### src/m3i_pkg.sv
// Shared types and widths for the 3x3 matrix inverse core.
package m3i_pkg;

    localparam int DW   = 32;
    localparam int PW   = 2 * DW;
    localparam int CW   = 2 * DW + 1;
    localparam int DETW = 3 * DW + 3;
    localparam int RW   = DETW + DW;

    typedef struct packed {
        logic signed [DW-1:0] a11;
        logic signed [DW-1:0] a12;
        logic signed [DW-1:0] a13;
        logic signed [DW-1:0] a21;
        logic signed [DW-1:0] a22;
        logic signed [DW-1:0] a23;
        logic signed [DW-1:0] a31;
        logic signed [DW-1:0] a32;
        logic signed [DW-1:0] a33;
    } m3i_in_t;

    typedef struct packed {
        logic signed [DW-1:0] inv11;
        logic signed [DW-1:0] inv12;
        logic signed [DW-1:0] inv13;
        logic signed [DW-1:0] inv21;
        logic signed [DW-1:0] inv22;
        logic signed [DW-1:0] inv23;
        logic signed [DW-1:0] inv31;
        logic signed [DW-1:0] inv32;
        logic signed [DW-1:0] inv33;
        logic                 singular;
        logic                 saturated;
    } m3i_out_t;

    typedef struct packed {
        logic [8:0][CW-1:0] cof;
        logic [DETW-1:0]    det;
        m3i_in_t            mat;
    } m3i_work_t;

endpackage

### src/m3i_queue.sv
// Two-entry queue between the front end and the divider back end.
module m3i_queue
    import m3i_pkg::*;
(
    input  logic      clk,
    input  logic      rst_n,
    input  logic      push,
    input  m3i_work_t wdata,
    output logic      full,
    input  logic      pop,
    output logic      empty,
    output m3i_work_t rdata
);

    m3i_work_t  mem [2];
    logic       wr_ptr_reg, rd_ptr_reg;
    logic [1:0] count_reg;

    assign full  = count_reg == 2'd2;
    assign empty = count_reg == 2'd0;
    assign rdata = mem[rd_ptr_reg];

    always_ff @(posedge clk or negedge rst_n)
    begin
        if (!rst_n)
        begin
            wr_ptr_reg <= 1'b0;
            rd_ptr_reg <= 1'b0;
            count_reg  <= 2'd0;
        end
        else
        begin
            if (push)
                wr_ptr_reg <= !wr_ptr_reg;
            if (pop)
                rd_ptr_reg <= !rd_ptr_reg;
            if (push && !pop)
                count_reg <= count_reg + 2'd1;
            else if (pop && !push)
                count_reg <= count_reg - 2'd1;
        end
    end

    always_ff @(posedge clk)
    begin
        if (push)
            mem[wr_ptr_reg] <= wdata;
    end

endmodule

### config.mk
export PLATFORM = sky130hd
export DESIGN_NAME = m3i_queue
export DESIGN_NICKNAME = d
export VERILOG_FILES = /design/src/m3i_pkg.sv /design/src/m3i_queue.sv
export SDC_FILE = /design/constraint.sdc
export NUM_CORES = 1
export LEC_CHECK = 0
export ABC_AREA = 1
export BUFFER_PORTS_ARGS = -buffer_cell sky130_fd_sc_hd__buf_4
export CORE_AREA = 2 2 763 765
export CTS_CLUSTER_DIAMETER = 120
export CTS_CLUSTER_SIZE = 8
export DETAILED_ROUTE_END_ITERATION = 8
export DIE_AREA = 0 0 765 767
export SLEW_MARGIN = 20
export SYNTH_ARGS = -nofsm -noshare
export SYNTH_HDL_FRONTEND = slang
export SYNTH_SLANG_ARGS = --single-unit
export TNS_END_PERCENT = 20
### constraint.sdc
create_clock -name clk -period 60.4 [get_ports clk]
set_input_delay 3.02 -clock clk [delete_from_list [all_inputs] [get_ports clk]]
set_output_delay 3.02 -clock clk [all_outputs]
set_load 0.01 [all_outputs]
* After elaboration in Yosys (flattened, before gate mapping)
Memories as Yosys holds them, arrays and structs flattened.
Cells that the tools add are included.
** Word-level totals
- Bits in read-only memories :: 0
- Register bits after elaboration :: 4
- Logic and storage cells :: 19
- Memory bits (writable) :: 1944
- Output and inout bits :: 974
- Latch bits :: 0
- Memories kept :: 1
- Input port bits :: 976
** Operators by class
- Bitwise logic cells :: 0
- Magnitude comparators :: 0
- Div/mod/pow operators :: 0
- Equality and inequality tests :: 1
- Multiply operators :: 0
- Reduce and logical (&&, ||, !) cells :: 8
- Mux-type cells :: 4
- Shift operators :: 0
- Add/sub/neg operators :: 2
** Memories
- mem :: depth 2, width 972, read ports 1, clocked after Yosys merged registers in 0, write ports 1, RTL line m3i_queue.sv:15 : m3i_work_t mem [2];
** Operators with widths (count)
- $logic_not A1 Y1 :: 4
- $mux W2 :: 2
- $add A2 B1 Y2 const B :: 1
- $eq A2 B2 Y1 const B :: 1
- $logic_and A1 B1 Y1 :: 2
- $logic_not A2 Y1 :: 1
- $mux W1 :: 2
- $reduce_bool A2 Y1 :: 1
- $sub A2 B1 Y2 const B :: 1

* Depth between registers and ports, before layout
- Depth after elaboration :: 4
- Gate-level depth with buffers :: 7
- Depth with buffers taken out :: 7

* Worst setup path before layout
Ideal clock, no wire load.
- Path kind :: in2reg
- Start :: input push
- End :: memory mem[0][0] (netlist bit) (enable)
- Setup time :: 2365 ps
- Path slack :: 14412 ps
- Data arrival time :: 43623 ps
- Required time :: 58035 ps
- Cell stages on the path :: 2
- Buffers on the path :: 0
- Cells stage by stage :: inv_1 nor2_1
** On the way
- Word-level cells in the longest chain between the ends :: 2
** Ends and longest elaborated chain
- start: declaration :: RTL line m3i_queue.sv:7 : input logic push,
- $mux W1 :: RTL line m3i_queue.sv:46 : if (push)
- $mux W1 (implied by the code) :: RTL line m3i_queue.sv:47 : mem[wr_ptr_reg] <= wdata;
- end: declaration :: RTL line m3i_queue.sv:15
Every way passes these cells.

==> flow_summary.yaml <==
clock_tree:
  tritoncts_clock_tree: "done"
  cts_num_sinks: 1948
  htree_levels: 5
  worst_setup_hold_path_clk_slew_ns: 0.05
  cts_setup_buffers: 0
  cts-hold-fix-buffers: 0
  cts-resized-gates: 0
  cts.root.buffer_cell: "sky130_fd_sc_hd__clkbuf_16"
  clock_insertion_delay_worst_skew_ns: 1.00
  numCtsBuffers: 290
  clock_tree.buffer_depth: 4
routing:
  num_vias: 42100
  route.detailed.wl_per_inst_um: 32.2
  vias_per_cell: 3.19
  initialDrtViolationCount: 4283
  post-route-drc-count: 0
  routed_wirelength_mm: 426
  route.antenna.remaining_nets: 0
  firstDrtPassIters: 5
timing:
  fin_crit_ns: 8.93
  finClkSkew_ns: 0.123
  maxSlewHeadroom_pct: 25.4
  report.final.setup_viol: 0
  rsz0062_at_grt: "false"
  final-hold-violation-count: 0
  layout_worst_path_cycle_share_pct: 14.8
  fmax_mhz: 112
  fin_ws_ns: 51.47
  timing.setup.tns_ns: 0
  final_max_slew_violation_count: 0
  worst_margin_pin_slew_ns: 1.12
logic_synthesis:
  yosys_warnings: 0
  combinational_family_with_the_most_area_after_synthesis: "multiplexers"
  synth.area.mux_share_pct: 15.5
  synth_simple_gate_area_share_pct: 0.0584
  adder_cell_share_of_the_synthesized_area_pct: 0.0177
  post_synth_xor_area_fraction_pct: 0.0371
  synth-seq-cells: 1948
  post_synth_inst_count: 3049
  synth.cell_area_um2: 70700
  postSynthAreaPerCell_um2: 23.2
  synthesis.nets: 4026
  synth_compound_area_share_pct: 0
  yosysUniqueCellTypes: 12
  synth-seq-area-share_pct: 82.7
global_routing:
  globalRoute.totalOverflow: 0
  via_count_of_the_first_global_routing_pass: 41200
  antenna_found_initial: 530
  grt_start_max_net_pins: 161
  grt.total_usage_pct: 13.8
  global_route_wire_length_before_repair_mm: 505
worst_setup_path:
  cp.required_ns: 57.38
  setup.worst_path.start_class: "flop"
  path_common_cell: "sky130_fd_sc_hd__buf_4"
  timing.critical_path.to_type: "output pin"
  critical_path_buffer_and_inverter_count: 5
  timing.critical_path.cells: "buf_4 -> buf_4 -> buf_4 -> buf_12 -> mux2_2 -> buf_4"
  critPathTopFamily: "buffers and inverters"
  cp.arrival_ns: 5.91
  cp_max_fo: 160
  cpMaxStageDelayCell: "sky130_fd_sc_hd__dfrtp_4"
  crit_path_max_incr_delay_ns: 0.91
  crit-reg2reg-launch: "wr_ptr_reg"
  reg2reg_depth: 6
  reg2reg_setup_slack_ns: 54.80
  worstReg2RegEnd: "mem[0][911]"
  setup_crit_path_kind: "flop to output pin"
cells_and_area:
  final_std_cells_w_o_fill: 13200
  flow.area_growth_from_synthesis_pct: 45.4
  flip_flop_count_of_the_largest_register_all_copies_and_words_added: 1944
  final_layout_size_suffix_gt1_share_pct: 62.5
  final_net_count: 6201
  postLayoutCellArea_um2: 103000
  finalCoreUtilization_pct: 17.8
job:
  max-cap-violations: 0
place:
  placed_cells: 12700
  placement.cell_area_um2: 94300
  gp_routability_congestion: 1.00
  post_placement_setup_slack_ns: 52.12
  post-dp-hpwl_mm: 359
  numPortBuffers: 1949
floorplan:
  die_y_um: 767
  placeableCoreArea_um2: 579000
  design.die.area_um2: 587000
  core.rowCount: 280
  design.portCount: 1950
  start_util_pct: 12.2
  die_outline_width_um: 765
min_path:
  hold_path_end: "count_reg[1]"
  hp-start: "count_reg[1]"
  timing.hold.worst_path_depth: 2
  hold_class: "flop to flop"
outcome:
  run_status: "finished, final reports clean"
pwr:
  cellLeakagePower_nw: 35.7
  power_per_cell_area_nw_per_um2: 49.3
  ir_worst_vdd_v: 0.0000511
## per-layer routing
| metal | share of wire, % | vias up | track usage, % |
|---|---|---|---|
| met5 | 0.67 | - | 0 |
| met4 | 5.7 | 432 | 6.59 |
| met3 | 21 | 1234 | 12.5 |
| met2 | 39 | 2849 | 19.2 |
| met1 | 33 | 20900 | 13.9 |
| li1 | - | 16700 | - |
## layout make-up
| class | count | area (um^2) |
|---|---|---|
| clock inverters | 42 | 778 |
| well taps | 7755 | 9700 |
| inverters | 7 | 33.8 |
| repair buffers | 1991 | 15100 |
| fillers | 62300 | 476000 |
| diodes | 180 | 450 |
| multi-input cells | 986 | 11000 |
| clock buffers | 307 | 7360 |
| flip-flops and latches | 1948 | 58500 |
## cell usage after synthesis
| cell | instances | area share [%] |
|---|---|---|
| sky130_fd_sc_hd__nand4_1 | 1 | 0.0088 |
| sky130_fd_sc_hd__buf_6 | 108 | 1.7 |
| sky130_fd_sc_hd__nand2_1 | 5 | 0.027 |
| sky130_fd_sc_hd__ha_1 | 1 | 0.018 |
| sky130_fd_sc_hd__inv_1 | 7 | 0.037 |
| sky130_fd_sc_hd__edfxtp_1 | 1944 | 83 |
| sky130_fd_sc_hd__nand3_1 | 1 | 0.0071 |
| sky130_fd_sc_hd__nor2_1 | 3 | 0.016 |
| sky130_fd_sc_hd__xnor2_1 | 1 | 0.012 |
| sky130_fd_sc_hd__mux2_2 | 972 | 15 |
| sky130_fd_sc_hd__dfrtp_1 | 4 | 0.14 |
| sky130_fd_sc_hd__xor2_1 | 2 | 0.025 |
## worst min-delay path, cell delays in order, from the launching register on
cell and delay, ns:
sky130_fd_sc_hd__dfrtp_1 0.38, sky130_fd_sc_hd__nand2_1 0.07, sky130_fd_sc_hd__nand2_1 0.06
## report_power, final
| group | switching (mW) | internal (mW) |
|---|---|---|
| sequential | 0.0727 | 1.80 |
| clock | 0.619 | 0.876 |
| combinational | 1.02 | 0.684 |
| total | 1.71 | 3.36 |
## worst max-delay path by stage
stage               start  depth (start not counted)     endpoint  slack (ns)
2_1_floorplan        push                          2    mem[0][0]       14.41
3_3_place_gp         push                          8  mem[0][100]       52.10
3_5_place_dp         push                          8  mem[0][100]       52.12
4_1_cts        rd_ptr_reg                          6   rdata[847]       51.34
5_1_grt        rd_ptr_reg                          6   rdata[847]       51.14
6_report       rd_ptr_reg                          6   rdata[847]       51.47
## metrics by stage
step	total power, mW	hold WS [ns]
floorplan	3.03	0.463
finish	5.07	0.540
CTS	5.15	0.535
global placement	3.63	0.494
detailed placement	3.63	0.519
global route	5.24	0.567
## cell usage in the layout, fill, tap and decap left out
cell type                    netlist  routed
sky130_fd_sc_hd__buf_4             0    1983
sky130_fd_sc_hd__edfxtp_1       1944    1944
sky130_fd_sc_hd__mux2_2          972     972
sky130_fd_sc_hd__clkbuf_16         0     292
sky130_fd_sc_hd__diode_2           0     180
sky130_fd_sc_hd__clkinv_16         0      15
sky130_fd_sc_hd__clkbuf_1          0      15
sky130_fd_sc_hd__buf_12            0       7
sky130_fd_sc_hd__inv_1             7       6
sky130_fd_sc_hd__inv_16            0       6
sky130_fd_sc_hd__nand2_1           5       5
sky130_fd_sc_hd__clkinv_4          0       5
sky130_fd_sc_hd__inv_6             0       4
sky130_fd_sc_hd__clkinvlp_4        0       4
sky130_fd_sc_hd__clkinv_2          0       3
sky130_fd_sc_hd__dfrtp_1           4       3
sky130_fd_sc_hd__nor2_1            3       2
sky130_fd_sc_hd__xor2_1            2       2
sky130_fd_sc_hd__clkinv_1          0       2
sky130_fd_sc_hd__bufinv_16         0       2
sky130_fd_sc_hd__inv_8             0       1
sky130_fd_sc_hd__nor2_4            0       1
sky130_fd_sc_hd__xnor2_1           1       1
sky130_fd_sc_hd__nand3_1           1       1
sky130_fd_sc_hd__nand4_1           1       1
sky130_fd_sc_hd__ha_1              1       1
sky130_fd_sc_hd__clkinv_8          0       1
sky130_fd_sc_hd__buf_16            0       1
sky130_fd_sc_hd__dfrtp_4           0       1
## cell families after synthesis
kind of cell / count (synthesis)
buffers and inverters: 115
adder cells (fa/ha/maj): 1
flip-flops: 1948
multiplexers: 972
AND/OR/NAND/NOR: 10
XOR/XNOR: 3
Note: power is estimated with default switching activity, not from simulation.
